**src/hw/rtl/rpd_pkg.sv**
```systemverilog
// Shared types, widths and constants of the PCX run-length plane decoder.
package rpd_pkg;

    // Field and register widths.
    localparam int DATA_W       = 8;
    localparam int ADDR_W       = 22;
    localparam int RUN_W        = 6;
    localparam int WIDTH_REG_W  = 11;
    localparam int HEIGHT_REG_W = 11;
    localparam int PLANES_REG_W = 3;
    localparam int LB_REG_W     = 12;

    // Configuration port.
    localparam int PADDR_W   = 4;
    localparam int PDATA_W   = 32;
    localparam int CFG_IDX_W = 2;

    localparam logic [CFG_IDX_W-1:0] REG_IMAGE_WIDTH  = 2'd0;
    localparam logic [CFG_IDX_W-1:0] REG_IMAGE_HEIGHT = 2'd1;
    localparam logic [CFG_IDX_W-1:0] REG_PLANE_COUNT  = 2'd2;
    localparam logic [CFG_IDX_W-1:0] REG_LINE_BYTES   = 2'd3;

    // Run code marker and count mask.
    localparam logic [DATA_W-1:0] RUN_MARK = 8'hBF;
    localparam logic [DATA_W-1:0] RUN_MASK = 8'h3F;

    // Default parameter values.
    localparam int DEF_MAX_WIDTH      = 1024;
    localparam int DEF_MAX_HEIGHT     = 1024;
    localparam int DEF_MAX_PLANES     = 4;
    localparam int DEF_MAX_LINE_BYTES = 2048;

    // Controller states.
    typedef enum logic [0:0] {
        S_IDLE,
        S_EMIT
    } t_state;

    // Effective (clamped) configuration.
    typedef struct packed {
        logic [WIDTH_REG_W-1:0]  width;
        logic [HEIGHT_REG_W-1:0] height;
        logic [PLANES_REG_W-1:0] planes;
        logic [LB_REG_W-1:0]     line_bytes;
    } t_cfg;

    // Commands from the controller to the datapath.
    typedef struct packed {
        logic accept;
        logic step;
    } t_cmd;

    // Status from the datapath to the controller.
    typedef struct packed {
        logic start_run;
        logic put;
        logic out_free;
        logic item_end;
    } t_sts;

endpackage

```
**src/hw/rtl/pcx_rle_plane_decoder_core.sv**
```systemverilog
// Top level of the PCX run-length plane decoder.
// An accepted byte is captured with its run state; the emit state then loads each result
// into the output register. The input is held off while a byte's repetitions are emitted;
// the emit sequencer steps one repetition per cycle while the output register has room.
// Reset (synchronous, active low) clears the run and position state, empties the output
// register and sets every configuration register to one.
module pcx_rle_plane_decoder_core #(
    parameter int MAX_WIDTH      = rpd_pkg::DEF_MAX_WIDTH,
    parameter int MAX_HEIGHT     = rpd_pkg::DEF_MAX_HEIGHT,
    parameter int MAX_PLANES     = rpd_pkg::DEF_MAX_PLANES,
    parameter int MAX_LINE_BYTES = rpd_pkg::DEF_MAX_LINE_BYTES
) (
    input  logic                         i_clk,
    input  logic                         i_rst_n,
    input  logic                         psel,
    input  logic                         penable,
    input  logic                         pwrite,
    input  logic [rpd_pkg::PADDR_W-1:0]  paddr,
    input  logic [rpd_pkg::PDATA_W-1:0]  pwdata,
    output logic [rpd_pkg::PDATA_W-1:0]  prdata,
    output logic                         pready,
    input  logic                         i_in_valid,
    output logic                         o_in_stall,
    input  logic [rpd_pkg::DATA_W-1:0]   i_data_byte,
    output logic                         o_out_valid,
    input  logic                         i_out_stall,
    output logic [rpd_pkg::ADDR_W-1:0]   o_pixel_address,
    output logic [rpd_pkg::DATA_W-1:0]   o_pixel_value,
    output logic                         o_last_of_run,
    output logic                         o_image_done
);

    rpd_pkg::t_cfg cfg;
    rpd_pkg::t_cmd cmd;
    rpd_pkg::t_sts sts;

    // Configuration registers.
    rpd_regs #(
        .MAX_WIDTH      (MAX_WIDTH),
        .MAX_HEIGHT     (MAX_HEIGHT),
        .MAX_PLANES     (MAX_PLANES),
        .MAX_LINE_BYTES (MAX_LINE_BYTES)
    ) u_regs (
        .i_clk   (i_clk),
        .i_rst_n (i_rst_n),
        .psel    (psel),
        .penable (penable),
        .pwrite  (pwrite),
        .paddr   (paddr),
        .pwdata  (pwdata),
        .prdata  (prdata),
        .pready  (pready),
        .o_cfg   (cfg)
    );

    // Controller.
    rpd_ctrl u_ctrl (
        .i_clk      (i_clk),
        .i_rst_n    (i_rst_n),
        .i_in_valid (i_in_valid),
        .i_sts      (sts),
        .o_cmd      (cmd),
        .o_in_stall (o_in_stall)
    );

    // Datapath.
    rpd_dp #(
        .MAX_HEIGHT     (MAX_HEIGHT),
        .MAX_PLANES     (MAX_PLANES),
        .MAX_LINE_BYTES (MAX_LINE_BYTES)
    ) u_dp (
        .i_clk           (i_clk),
        .i_rst_n         (i_rst_n),
        .i_cfg           (cfg),
        .i_cmd           (cmd),
        .o_sts           (sts),
        .i_data_byte     (i_data_byte),
        .o_out_valid     (o_out_valid),
        .i_out_stall     (i_out_stall),
        .o_pixel_address (o_pixel_address),
        .o_pixel_value   (o_pixel_value),
        .o_last_of_run   (o_last_of_run),
        .o_image_done    (o_image_done)
    );

`ifndef SYNTHESIS
    // The result that completes the image is always the last one of its byte.
    a_done_is_last: assert property (@(posedge i_clk) disable iff (!i_rst_n)
        o_out_valid && o_image_done |-> o_last_of_run)
        else $error("image_done result without last_of_run");

    // Once the completing result is taken, nothing more comes out.
    a_quiet_after_done: assert property (@(posedge i_clk) disable iff (!i_rst_n)
        o_out_valid && !i_out_stall && o_image_done |=> !o_out_valid)
        else $error("result after image completion");

    // A new result only appears while the input side is held off.
    a_result_from_emit: assert property (@(posedge i_clk) disable iff (!i_rst_n)
        $rose(o_out_valid) |-> $past(o_in_stall))
        else $error("result loaded outside the emit sequence");
`endif

endmodule

```
**src/hw/rtl/rpd_regs.sv**
```systemverilog
// Configuration register file with APB-style access and range clamping.
module rpd_regs #(
    parameter int MAX_WIDTH      = rpd_pkg::DEF_MAX_WIDTH,
    parameter int MAX_HEIGHT     = rpd_pkg::DEF_MAX_HEIGHT,
    parameter int MAX_PLANES     = rpd_pkg::DEF_MAX_PLANES,
    parameter int MAX_LINE_BYTES = rpd_pkg::DEF_MAX_LINE_BYTES
) (
    input  logic                         i_clk,
    input  logic                         i_rst_n,
    input  logic                         psel,
    input  logic                         penable,
    input  logic                         pwrite,
    input  logic [rpd_pkg::PADDR_W-1:0]  paddr,
    input  logic [rpd_pkg::PDATA_W-1:0]  pwdata,
    output logic [rpd_pkg::PDATA_W-1:0]  prdata,
    output logic                         pready,
    output rpd_pkg::t_cfg                o_cfg
);

    logic [rpd_pkg::WIDTH_REG_W-1:0]  r_width;
    logic [rpd_pkg::HEIGHT_REG_W-1:0] r_height;
    logic [rpd_pkg::PLANES_REG_W-1:0] r_planes;
    logic [rpd_pkg::LB_REG_W-1:0]     r_line_bytes;
    logic [rpd_pkg::CFG_IDX_W-1:0]    reg_idx;
    logic                             wr_en;

    assign pready  = 1'b1;
    assign reg_idx = paddr[rpd_pkg::PADDR_W-1:2];
    assign wr_en   = psel && penable && pwrite;

    // Register writes; all registers come out of reset at one.
    always_ff @(posedge i_clk) begin
        if (!i_rst_n) begin
            r_width      <= rpd_pkg::WIDTH_REG_W'(1);
            r_height     <= rpd_pkg::HEIGHT_REG_W'(1);
            r_planes     <= rpd_pkg::PLANES_REG_W'(1);
            r_line_bytes <= rpd_pkg::LB_REG_W'(1);
        end else if (wr_en) begin
            case (reg_idx)
                rpd_pkg::REG_IMAGE_WIDTH: begin
                    r_width <= pwdata[rpd_pkg::WIDTH_REG_W-1:0];
                end
                rpd_pkg::REG_IMAGE_HEIGHT: begin
                    r_height <= pwdata[rpd_pkg::HEIGHT_REG_W-1:0];
                end
                rpd_pkg::REG_PLANE_COUNT: begin
                    r_planes <= pwdata[rpd_pkg::PLANES_REG_W-1:0];
                end
                rpd_pkg::REG_LINE_BYTES: begin
                    r_line_bytes <= pwdata[rpd_pkg::LB_REG_W-1:0];
                end
                default: begin
                end
            endcase
        end
    end

    // Read back the raw register values.
    always_comb begin
        case (reg_idx)
            rpd_pkg::REG_IMAGE_WIDTH:  prdata = rpd_pkg::PDATA_W'(r_width);
            rpd_pkg::REG_IMAGE_HEIGHT: prdata = rpd_pkg::PDATA_W'(r_height);
            rpd_pkg::REG_PLANE_COUNT:  prdata = rpd_pkg::PDATA_W'(r_planes);
            rpd_pkg::REG_LINE_BYTES:   prdata = rpd_pkg::PDATA_W'(r_line_bytes);
            default:                   prdata = '0;
        endcase
    end

    // Clamp each register to 1..MAX of its kind.
    always_comb begin
        if (r_width == '0) begin
            o_cfg.width = rpd_pkg::WIDTH_REG_W'(1);
        end else if (int'(r_width) > MAX_WIDTH) begin
            o_cfg.width = rpd_pkg::WIDTH_REG_W'(MAX_WIDTH);
        end else begin
            o_cfg.width = r_width;
        end

        if (r_height == '0) begin
            o_cfg.height = rpd_pkg::HEIGHT_REG_W'(1);
        end else if (int'(r_height) > MAX_HEIGHT) begin
            o_cfg.height = rpd_pkg::HEIGHT_REG_W'(MAX_HEIGHT);
        end else begin
            o_cfg.height = r_height;
        end

        if (r_planes == '0) begin
            o_cfg.planes = rpd_pkg::PLANES_REG_W'(1);
        end else if (int'(r_planes) > MAX_PLANES) begin
            o_cfg.planes = rpd_pkg::PLANES_REG_W'(MAX_PLANES);
        end else begin
            o_cfg.planes = r_planes;
        end

        if (r_line_bytes == '0) begin
            o_cfg.line_bytes = rpd_pkg::LB_REG_W'(1);
        end else if (int'(r_line_bytes) > MAX_LINE_BYTES) begin
            o_cfg.line_bytes = rpd_pkg::LB_REG_W'(MAX_LINE_BYTES);
        end else begin
            o_cfg.line_bytes = r_line_bytes;
        end
    end

endmodule

```
**src/hw/rtl/rpd_ctrl.sv**
```systemverilog
// Controller state machine: takes bytes in and sequences the run repetitions.
module rpd_ctrl (
    input  logic          i_clk,
    input  logic          i_rst_n,
    input  logic          i_in_valid,
    input  rpd_pkg::t_sts i_sts,
    output rpd_pkg::t_cmd o_cmd,
    output logic          o_in_stall
);

    rpd_pkg::t_state r_state;
    rpd_pkg::t_state n_state;

    // State register.
    always_ff @(posedge i_clk) begin
        if (!i_rst_n) begin
            r_state <= rpd_pkg::S_IDLE;
        end else begin
            r_state <= n_state;
        end
    end

    // Next state: a data byte (any byte that is not a run code) moves to the emit state, which
    // lasts until its final repetition has been taken.
    always_comb begin
        n_state = r_state;
        case (r_state)
            rpd_pkg::S_IDLE: begin
                if (i_in_valid && i_sts.start_run) begin
                    n_state = rpd_pkg::S_EMIT;
                end
            end
            rpd_pkg::S_EMIT: begin
                if ((i_sts.out_free || !i_sts.put) && i_sts.item_end) begin
                    n_state = rpd_pkg::S_IDLE;
                end
            end
            default: begin
                n_state = rpd_pkg::S_IDLE;
            end
        endcase
    end

    // Outputs: a repetition steps when its result has room to go, or when it lies outside the image.
    always_comb begin
        o_cmd.accept = 1'b0;
        o_cmd.step   = 1'b0;
        o_in_stall   = 1'b1;
        case (r_state)
            rpd_pkg::S_IDLE: begin
                o_in_stall   = 1'b0;
                o_cmd.accept = i_in_valid;
            end
            rpd_pkg::S_EMIT: begin
                o_cmd.step = i_sts.out_free || !i_sts.put;
            end
            default: begin
            end
        endcase
    end

endmodule

```
**src/hw/rtl/rpd_dp.sv**
```systemverilog
// Datapath: run state, position counters, address arithmetic and output register.
module rpd_dp #(
    parameter int MAX_HEIGHT     = rpd_pkg::DEF_MAX_HEIGHT,
    parameter int MAX_PLANES     = rpd_pkg::DEF_MAX_PLANES,
    parameter int MAX_LINE_BYTES = rpd_pkg::DEF_MAX_LINE_BYTES
) (
    input  logic                        i_clk,
    input  logic                        i_rst_n,
    input  rpd_pkg::t_cfg               i_cfg,
    input  rpd_pkg::t_cmd               i_cmd,
    output rpd_pkg::t_sts               o_sts,
    input  logic [rpd_pkg::DATA_W-1:0]  i_data_byte,
    output logic                        o_out_valid,
    input  logic                        i_out_stall,
    output logic [rpd_pkg::ADDR_W-1:0]  o_pixel_address,
    output logic [rpd_pkg::DATA_W-1:0]  o_pixel_value,
    output logic                        o_last_of_run,
    output logic                        o_image_done
);

    // Counter widths follow the largest bounds; column and row are capped by the register widths.
    localparam int COL_RAW = $clog2(MAX_LINE_BYTES);
    localparam int COL_W   = (COL_RAW < 1) ? 1 :
                             ((COL_RAW > rpd_pkg::LB_REG_W) ? rpd_pkg::LB_REG_W : COL_RAW);
    localparam int ROW_RAW = $clog2(MAX_HEIGHT);
    localparam int ROW_W   = (ROW_RAW < 1) ? 1 :
                             ((ROW_RAW > rpd_pkg::HEIGHT_REG_W) ? rpd_pkg::HEIGHT_REG_W : ROW_RAW);
    localparam int PL_RAW  = $clog2(MAX_PLANES);
    localparam int PL_W    = (PL_RAW < 1) ? 1 : PL_RAW;
    localparam int CMP_W   = rpd_pkg::LB_REG_W + 1;
    localparam int PCMP_W  = rpd_pkg::PLANES_REG_W + 1;
    localparam int RCMP_W  = rpd_pkg::HEIGHT_REG_W + 1;
    localparam int PROD_W  = ROW_W + rpd_pkg::WIDTH_REG_W;
    localparam int SCL_W   = rpd_pkg::ADDR_W + rpd_pkg::PLANES_REG_W;

    logic [rpd_pkg::RUN_W-1:0]  r_run;
    logic [rpd_pkg::RUN_W-1:0]  r_reps;
    logic [rpd_pkg::DATA_W-1:0] r_byte;
    logic [COL_W-1:0]           r_col;
    logic [PL_W-1:0]            r_plane;
    logic [ROW_W-1:0]           r_row;
    logic                       r_finished;
    logic [rpd_pkg::ADDR_W-1:0] r_base;

    logic                       r_out_valid;
    logic [rpd_pkg::ADDR_W-1:0] r_out_addr;
    logic [rpd_pkg::DATA_W-1:0] r_out_value;
    logic                       r_out_last;
    logic                       r_out_done;

    logic [PROD_W-1:0]          row_prod;
    logic [CMP_W-1:0]           col_ext;
    logic [CMP_W-1:0]           col_nx;
    logic [CMP_W-1:0]           width_ext;
    logic [PCMP_W-1:0]          plane_nx;
    logic [RCMP_W-1:0]          row_nx;
    logic                       put;
    logic                       line_end;
    logic                       plane_wrap;
    logic                       row_wrap;
    logic                       done;
    logic                       last;
    logic                       reps_one;
    logic [rpd_pkg::ADDR_W-1:0] pix_sum;
    logic [SCL_W-1:0]           pix_scaled;
    logic [rpd_pkg::ADDR_W-1:0] pix_addr;
    logic                       is_code;

    // Row base, registered every cycle; the row and width hold while a byte
    // is being written, so it is settled by the first repetition.
    assign row_prod = r_row * i_cfg.width;

    always_ff @(posedge i_clk) begin
        r_base <= rpd_pkg::ADDR_W'(row_prod);
    end

    // Position compares for the current repetition.
    assign col_ext    = CMP_W'(r_col);
    assign col_nx     = col_ext + CMP_W'(1);
    assign width_ext  = CMP_W'(i_cfg.width);
    assign put        = col_ext < width_ext;
    assign line_end   = col_nx >= CMP_W'(i_cfg.line_bytes);
    assign plane_nx   = PCMP_W'(r_plane) + PCMP_W'(1);
    assign plane_wrap = plane_nx >= PCMP_W'(i_cfg.planes);
    assign row_nx     = RCMP_W'(r_row) + RCMP_W'(1);
    assign row_wrap   = row_nx >= RCMP_W'(i_cfg.height);
    assign done       = (col_nx == width_ext) && plane_wrap && row_wrap;
    assign reps_one   = r_reps == rpd_pkg::RUN_W'(1);
    // Past the last image column the rest of the line is padding.
    assign last       = reps_one || line_end || (col_nx >= width_ext);

    // Interleaved address: (row*width + column)*planes + plane, kept to 22 bits.
    assign pix_sum    = r_base + rpd_pkg::ADDR_W'(r_col);
    assign pix_scaled = pix_sum * i_cfg.planes;
    assign pix_addr   = rpd_pkg::ADDR_W'(pix_scaled) + rpd_pkg::ADDR_W'(r_plane);

    // An input byte is a run code only when no run is pending.
    assign is_code = (r_run == '0) && (i_data_byte > rpd_pkg::RUN_MARK);

    assign o_sts.start_run = !r_finished && !is_code;
    assign o_sts.put       = put;
    assign o_sts.out_free  = !r_out_valid || !i_out_stall;
    assign o_sts.item_end  = reps_one || line_end;

    // Run state and byte capture.
    always_ff @(posedge i_clk) begin
        if (!i_rst_n) begin
            r_run  <= '0;
            r_reps <= '0;
        end else if (i_cmd.accept && !r_finished) begin
            if (is_code) begin
                r_run <= rpd_pkg::RUN_W'(i_data_byte & rpd_pkg::RUN_MASK);
            end else if (r_run == '0) begin
                r_reps <= rpd_pkg::RUN_W'(1);
            end else begin
                r_reps <= r_run;
                r_run  <= '0;
            end
        end else if (i_cmd.step) begin
            r_reps <= r_reps - rpd_pkg::RUN_W'(1);
        end
    end

    always_ff @(posedge i_clk) begin
        if (i_cmd.accept) begin
            r_byte <= i_data_byte;
        end
    end

    // Position counters advance one encoded byte per repetition.
    always_ff @(posedge i_clk) begin
        if (!i_rst_n) begin
            r_col      <= '0;
            r_plane    <= '0;
            r_row      <= '0;
            r_finished <= 1'b0;
        end else if (i_cmd.step) begin
            if (line_end) begin
                r_col <= '0;
                if (plane_wrap) begin
                    r_plane <= '0;
                    if (row_wrap) begin
                        r_row      <= '0;
                        r_finished <= 1'b1;
                    end else begin
                        r_row <= ROW_W'(row_nx);
                    end
                end else begin
                    r_plane <= PL_W'(plane_nx);
                end
            end else begin
                r_col <= COL_W'(col_nx);
            end
        end
    end

    // Output register: loaded by a repetition inside the image, emptied
    // when the downstream side takes the item.
    always_ff @(posedge i_clk) begin
        if (!i_rst_n) begin
            r_out_valid <= 1'b0;
        end else if (i_cmd.step && put) begin
            r_out_valid <= 1'b1;
        end else if (!i_out_stall) begin
            r_out_valid <= 1'b0;
        end
    end

    always_ff @(posedge i_clk) begin
        if (i_cmd.step && put) begin
            r_out_addr  <= pix_addr;
            r_out_value <= r_byte;
            r_out_last  <= last;
            r_out_done  <= done;
        end
    end

    assign o_out_valid     = r_out_valid;
    assign o_pixel_address = r_out_addr;
    assign o_pixel_value   = r_out_value;
    assign o_last_of_run   = r_out_last;
    assign o_image_done    = r_out_done;

endmodule
```
**config.mk**
```make
export PLATFORM = sky130hd
export DESIGN_NAME = pcx_rle_plane_decoder_core
export DESIGN_NICKNAME = d
export VERILOG_FILES = /design/src/hw/rtl/rpd_pkg.sv /design/src/hw/rtl/pcx_rle_plane_decoder_core.sv /design/src/hw/rtl/rpd_regs.sv /design/src/hw/rtl/rpd_ctrl.sv /design/src/hw/rtl/rpd_dp.sv
export SDC_FILE = /design/constraint.sdc
export NUM_CORES = 1
export LEC_CHECK = 0
export BUFFER_PORTS_ARGS = -buffer_cell sky130_fd_sc_hd__buf_2
export CORE_ASPECT_RATIO = 0.75
export CORE_MARGIN = 3
export CORE_UTILIZATION = 30
export DETAILED_ROUTE_END_ITERATION = 16
export PLACE_DENSITY = 0.49
export SYNTH_ARGS = -nofsm -noshare
export SYNTH_HDL_FRONTEND = slang
export SYNTH_SLANG_ARGS = --single-unit
```
**constraint.sdc**
```tcl
create_clock -name i_clk -period 5.14 [get_ports i_clk]
set_input_delay 0.514 -clock i_clk [delete_from_list [all_inputs] [get_ports i_clk]]
set_output_delay 0.514 -clock i_clk [all_outputs]
set_load 0.01 [all_outputs]
```
==> impl_metrics.yaml, run 1 <==
global_route:
  antenna_found_initial: 0
  grt_pass1_vias: 9639
  grt_pass1_wl_um: 49800
  grt_max_degree: 51
  gr-total-overflow: 0
  grt_usage: 0.135
placement:
  dp_hpwl_um: 24300
  port_buffers: 74
  dp.cells: 2124
  place_area_um2: 14400
  finalWeightedCongestion: 0.829
routing:
  via_per_inst: 4.64
  route.detailed.drc: 0
  wl_met2_um: 13700
  first_pass_iters: 4
  antenna_left: 0
  drt-total-wl_um: 30500
  vias: 10100
  wire_per_inst_um: 14.1
  drt-initial-drc-count: 466
  wl_met3_um: 879
  top_layer: "met4"
  wl_met1_um: 15600
logic_synthesis:
  synth_area_leaders: "ha_1 (16%), dfxtp_1 (15%), fa_1 (14%)"
  ys_types: 70
  synth.most_common_cell: "nand2_1"
  syn_inst: 1442
  synth_top_area_share: 0.157
  synth_fa_ha_area_frac: 0.299
  syn-mean-instance-area_um2: 8.93
  ys_warn_count: 0
  yosysSeqAreaShare: 0.242
  synth-compound-area-share: 0.119
  synth_flop_cell: "dfxtp_1"
  yosys-top-cells-count: "nand2_1 (223), ha_1 (162), inv_1 (128), dfxtp_1 (96), fa_1 (91)"
  synth_top_family_by_area: "adder cells"
  synthXorXnorAreaFrac: 0.0564
  synth_edf_count: 40
  ys_ff_latch: 136
  async_flop_share: 0
  synthMuxAreaShare: 0.0200
  mappedNetlistArea_um2: 12900
  yosys.area_share.simple: 0.195
  yosysTopAreaCell: "ha_1"
layout:
  diodes: 0
  post-route-util: 0.363
  nFillCells: 4294
  multi_input_area_um2: 9200
  layout.cells.non_filler: 2167
  fin_area_um2: 15300
  drive_above_1_share: 0.184
  nets: 1889
  synthToLayoutAreaGrowth_pct: 19.0
  regArea_um2: 3130
outcome:
  violations: "setup timing"
  status: "finished with violations"
worst_hold_path:
  hp-class: "in -> reg"
  worst_hold_path.endpoint: "u_dp.r_byte[4]"
  whs_path_depth: 1
  min_from: "i_data_byte[4]"
sta:
  fin_worst_skew_ns: 0.0111
  finalHoldViolCount: 0
  drv_slew: 0
  finalSetupTns_ns: -0.281
  fin_crit_sh: 1.02
  period_needed_ns: 5.26
  setup_ws_ns: -0.123
  tightest_slew_ns: 0.902
  rsz0062_at_grt: "true"
  max_freq_ghz: 0.190
  finalSetupViolations: 3
  slew_headroom: 0.396
  whs_ns: 0.262
clock_tree:
  cts_root_buf: "clkbuf_16"
  path_clk_slew_ns: 0.07
  cts.sinks: 136
  ctsHoldBuffers: 0
  insertion_delay_ns: 0.44
  cts_tree: "yes"
  clock_path_buffers: 2
  htreeDepth: 4
  cts_buffers: 17
power:
  peakVddDrop_v: 0.000190
  power.density_nw_per_um2: 182
  power.leakage_nw: 7.43
die:
  fp.coreArea_um2: 42200
  die-area_um2: 45500
  die_x_um: 245
  die_h_um: 185
  initial_utilization: 0.305
  ios: 118
  num_rows: 65
worst_setup_path:
  ff2ff_setup_slack_ns: -0.12
  crit_path_end_kind: "flop"
  cp_data_required_time_ns: 5.48
  critPathArrivalTime_ns: 5.60
  r2r_cells: 23
  crit_fanout: 5
  reg2reg_from: "u_regs.r_width[6]"
  start_kind: "flop"
  crit_path_start: "u_regs.r_width[6]"
  path_class: "reg -> reg"
  timing.rr.end: "u_dp.r_base[19]"
flow_run:
  max-cap-violations: 0
==> placed cells by master, fill, tap and decap left out, types with 39 or more instances in the layout <==
cell type  count
and2_1        71
buf_2         74
buf_4        108
dfxtp_1       91
edfxtp_1      40
fa_1          88
ha_1         156
inv_1        126
nand2_1      219
nor2_1        61
nor2b_1       39
o21ai_0       39
xnor2_1       52
==> cell type report <==
| class | instances | share of cell area |
|---|---|---|
| multi-input cells | 1117 | 0.600 |
| flip-flops and latches | 136 | 0.204 |
| repair buffers | 184 | 0.0791 |
| well taps | 569 | 0.0464 |
| inverters | 129 | 0.0316 |
| clock buffers | 17 | 0.0277 |
| clock inverters | 15 | 0.0113 |
==> registers in the layout, indices dropped and copies added (netlist names) <==
name and cells:
u_dp.r_reps 6, u_regs.r_planes 3, u_dp.o_image_done 1, u_ctrl.r_state 1, u_dp.o_out_valid 1, u_dp.o_last_of_run 1
u_dp.r_byte 8, u_dp.r_row 10, u_dp.o_pixel_address 22, u_regs.r_height 11, u_dp.r_run 6, u_dp.r_col 11
u_dp.o_pixel_value 8, u_dp.r_base 21, u_dp.r_plane 2, u_regs.r_width 11, u_regs.r_line_bytes 12, u_dp.r_finished 1
==> critical path, cell delays in order, from the launching register on <==
cell and delay [ns]:
dfxtp_2 0.33, nor4_4 0.25, buf_4 0.15, a31oi_1 0.07, nor2_1 0.19, nand2_2 0.08, fa_1 0.46, fa_1 0.51
inv_1 0.05, fa_1 0.45, fa_1 0.51, inv_1 0.05, fa_1 0.49, inv_2 0.05, ha_4 0.28, buf_12 0.10
nand4_1 0.09, nor3_2 0.23, nor2_2 0.08, a211oi_2 0.25, or3_1 0.15, a41o_1 0.16, a21oi_2 0.05, xnor2_1 0.12
==> metrics by stage <==
stage,setup WS [ns],power [W]
after global routing,-0.348,0.00292
after floorplan,-0.141,0.00144
after CTS,-0.134,0.00284
after detailed placement,-0.352,0.00155
after global placement,-0.320,0.00155
final,-0.123,0.00279
==> cells by family (layout without fill, tap and decap cells) <==
kind of cell             count (synthesis)  after routing
XOR/XNOR                                83             83
other                                    2             21
buffers and inverters                  208            345
adder cells (fa/ha/maj)                253            253
multiplexers                            22             22
AND/OR/NAND/NOR                        514            514
AO/OA/AOI/OAI                          224            224
flip-flops                             136            136
==> how the worst max path moves through the flow <==
stage / endpoint / slack [ns] / cells after the start
floorplan: u_dp.r_base[20] / -0.14 / 23
finish: u_dp.r_base[19] / -0.12 / 23
global placement: u_dp.r_base[20] / -0.32 / 24
CTS: u_dp.r_base[19] / -0.13 / 21
global route: u_dp.r_base[20] / -0.35 / 18
detailed placement: u_dp.r_base[20] / -0.35 / 24
==> where the power goes <==
part | internal, W | total, W | leakage [nW] | switching [W]
sequential | 0.00116 | 0.00119 | 1.15 | 0.0000266
clock | 0.000693 | 0.00126 | 0.285 | 0.000568
combinational | 0.000133 | 0.000343 | 5.99 | 0.000211
==> per-layer routing <==
metal,track usage,vias to the layer above
li1,-,5078
met2,0.211,126
met4,0.0321,0
met3,0.0213,17
met1,0.197,4838
met5,0,-
==> what timing repair did <==
action,in CTS,in global routing
setup endpoints to repair,7,13
endpoints found under the hold margin,0,0
setup buffers,4,7
pin swaps,7,9
resized for setup,17,35
No activity file was read; power rests on OpenSTA's default activity.
==> inputs of run 2 (changes only) <==
--- a/config.mk
+++ b/config.mk
@@ -5,12 +5,12 @@
 export SDC_FILE = /design/constraint.sdc
 export NUM_CORES = 1
 export LEC_CHECK = 0
+export ABC_CLOCK_PERIOD_IN_PS = 5140
 export BUFFER_PORTS_ARGS = -buffer_cell sky130_fd_sc_hd__buf_2
 export CORE_ASPECT_RATIO = 0.75
 export CORE_MARGIN = 3
 export CORE_UTILIZATION = 30
 export DETAILED_ROUTE_END_ITERATION = 16
-export PLACE_DENSITY = 0.49
 export SYNTH_ARGS = -nofsm -noshare
 export SYNTH_HDL_FRONTEND = slang
 export SYNTH_SLANG_ARGS = --single-unit
==> run 2 against run 1 <==
Against the previous run:
- the flow still finishes with violations (setup timing)
- clock skew down 0.0012 ns
- cell area shrank 0.16%
- global-route usage is 0.27 points lower
- sequential power about the same
- via count rose by 1.3%
- die area unchanged
- cell count fell by 0.37%
==> impl_metrics.yaml, run 2 (synthesized netlist as in run 1, its figures left out) <==
power:
  peakVddDrop_v: 0.000152
  power_w: 0.00285
  power.density_nw_per_um2: 186
  power.leakage_nw: 7.39
worst_setup_path:
  crit_top_cell: "fa_1"
  critPathArrivalTime_ns: 5.56
  timing.rr.end: "u_dp.r_base[20]"
  crit_end: "u_dp.r_base[20]"
  start_kind: "flop"
  reg2reg_from: "u_regs.r_width[6]"
  r2r_cells: 22
  crit_slowest_cell: "fa_1"
  crit_path_start: "u_regs.r_width[6]"
  crit_fanout: 7
  cp_num_buf_inv: 4
  ff2ff_setup_slack_ns: -0.09
  cp_data_required_time_ns: 5.46
  crit_chain: "nor4_2 -> buf_4 -> a31oi_1 -> nor2_1 -> nand2_2 -> fa_1 -> fa_1 -> inv_1 -> fa_2 -> fa_1 -> inv_1 -> fa_1 -> inv_2 -> ha_4 -> a21o_1 -> a21oi_2 -> o211a_1 -> o31ai_4 -> o41ai_2 -> o21bai_1 -> a21oi_1 -> xnor2_1"
  path_depth: 22
  cp_top_family: "adder cells"
  slowest_delay_ns: 0.52
  path_class: "reg -> reg"
  crit_path_end_kind: "flop"
global_route:
  grt_pass1_vias: 9864
  grt_pass1_wl_um: 49200
  antenna_found_initial: 0
  grt_usage: 0.133
  grt_max_degree: 49
  gr-total-overflow: 0
layout:
  largest_reg_flops: 22
  layout_commonest_cell: "nand2_1"
  nets: 1881
  drive_above_1_share: 0.178
  synthToLayoutAreaGrowth_pct: 18.9
  final_cell_mix: "nand2_1 (220), ha_1 (155), inv_1 (125)"
  layout.cells.non_filler: 2159
  nFillCells: 4221
  diodes: 0
sta:
  setup_ws_ns: -0.0918
  slew_headroom: 0.397
  rsz0062_at_grt: "true"
  fin_worst_skew_ns: 0.00988
  tightest_slew_ns: 0.900
  max_freq_ghz: 0.191
  finalHoldViolCount: 0
  finalSetupViolations: 2
  finalSetupTns_ns: -0.148
  whs_ns: 0.279
  fin_crit_sh: 1.02
  period_needed_ns: 5.23
  drv_slew: 0
routing:
  top_layer: "met4"
  drt-total-wl_um: 30100
  route.detailed.drc: 0
  wire_per_inst_um: 13.9
  first_pass_iters: 4
  drt-initial-drc-count: 534
  wl_met3_um: 1160
  via_per_inst: 4.72
  wl_met2_um: 13700
  wl_met1_um: 14900
  antenna_left: 0
  vias: 10200
die:
  die_h_um: 185
  num_rows: 65
  ios: 118
  die-area_um2: 45500
  die_x_um: 245
  fp.coreArea_um2: 42200
  initial_utilization: 0.305
outcome:
  status: "finished with violations"
  violations: "setup timing"
placement:
  finalWeightedCongestion: 0.877
  port_buffers: 74
  dp_hpwl_um: 23600
  dp.cells: 2114
worst_hold_path:
  hp-class: "in -> reg"
clock_tree:
  cts.sinks: 136
  htreeDepth: 4
  cts_root_buf: "clkbuf_16"
  path_clk_slew_ns: 0.07
  insertion_delay_ns: 0.44
  ctsHoldBuffers: 0
  cts_tree: "yes"
  clock_path_buffers: 2
  cts_buffers: 17
flow_run:
  max-cap-violations: 0
[run 2: cell count changes in the layout (fill, tap and decap cells not counted), moves of 3 or more]
cell,change
buf_4,-7
clkinv_4,+3
ha_4,+3
nor2b_1,+3
[run 2: layout make-up]
class,count,area (um2),share of cell area
Clock buffer,18,429,0.0280
Clock inverter,14,189,0.0123
Inverter,129,484,0.0316
Multi-Input combinational cell,1117,9230,0.603
Sequential cell,136,3130,0.205
Tap cell,569,712,0.0465
Timing Repair Buffer,176,1140,0.0744
[run 2: report_power, final]
part           internal [W]  switching [W]
clock network      0.000778       0.000546
registers           0.00116      0.0000268
logic              0.000131       0.000211
[run 2: worst min-delay path by stage]
stage	startpoint	endpoint	depth (start not counted)
final	i_data_byte[1]	u_dp.r_byte[1]	1
after global routing	i_data_byte[4]	u_dp.r_byte[4]	1
after CTS	i_data_byte[2]	u_dp.r_byte[2]	1
after detailed placement	u_dp.r_byte[4]	u_dp.o_pixel_value[4]	0
after global placement	u_dp.r_byte[1]	u_dp.o_pixel_value[1]	0
after floorplan	u_dp.r_byte[0]	u_dp.o_pixel_value[0]	0
[run 2: metal layers]
metal / track usage / vias to the layer above
met2: 0.212 / 164
met5: 0 / -
met4: 0.0300 / 0
li1: - / 5078
met1: 0.187 / 4921
met3: 0.0236 / 25
[run 2: timing repair]
item / 4_1_cts / 5_1_grt
buffers inserted: 8 / 5
setup endpoints to repair: 7 / 14
pin swaps: 7 / 19
resized for setup: 17 / 35
[run 2: per-stage QoR]
stage | utilization | setup WS, ns | instance area, um2
after global placement | 0.340 | -0.338 | 14300
after global routing | 0.363 | -0.370 | 15300
after floorplan | - | -0.141 | 13000
after CTS | 0.357 | -0.110 | 15100
final | 0.363 | -0.0918 | 15300
after detailed placement | 0.340 | -0.368 | 14300
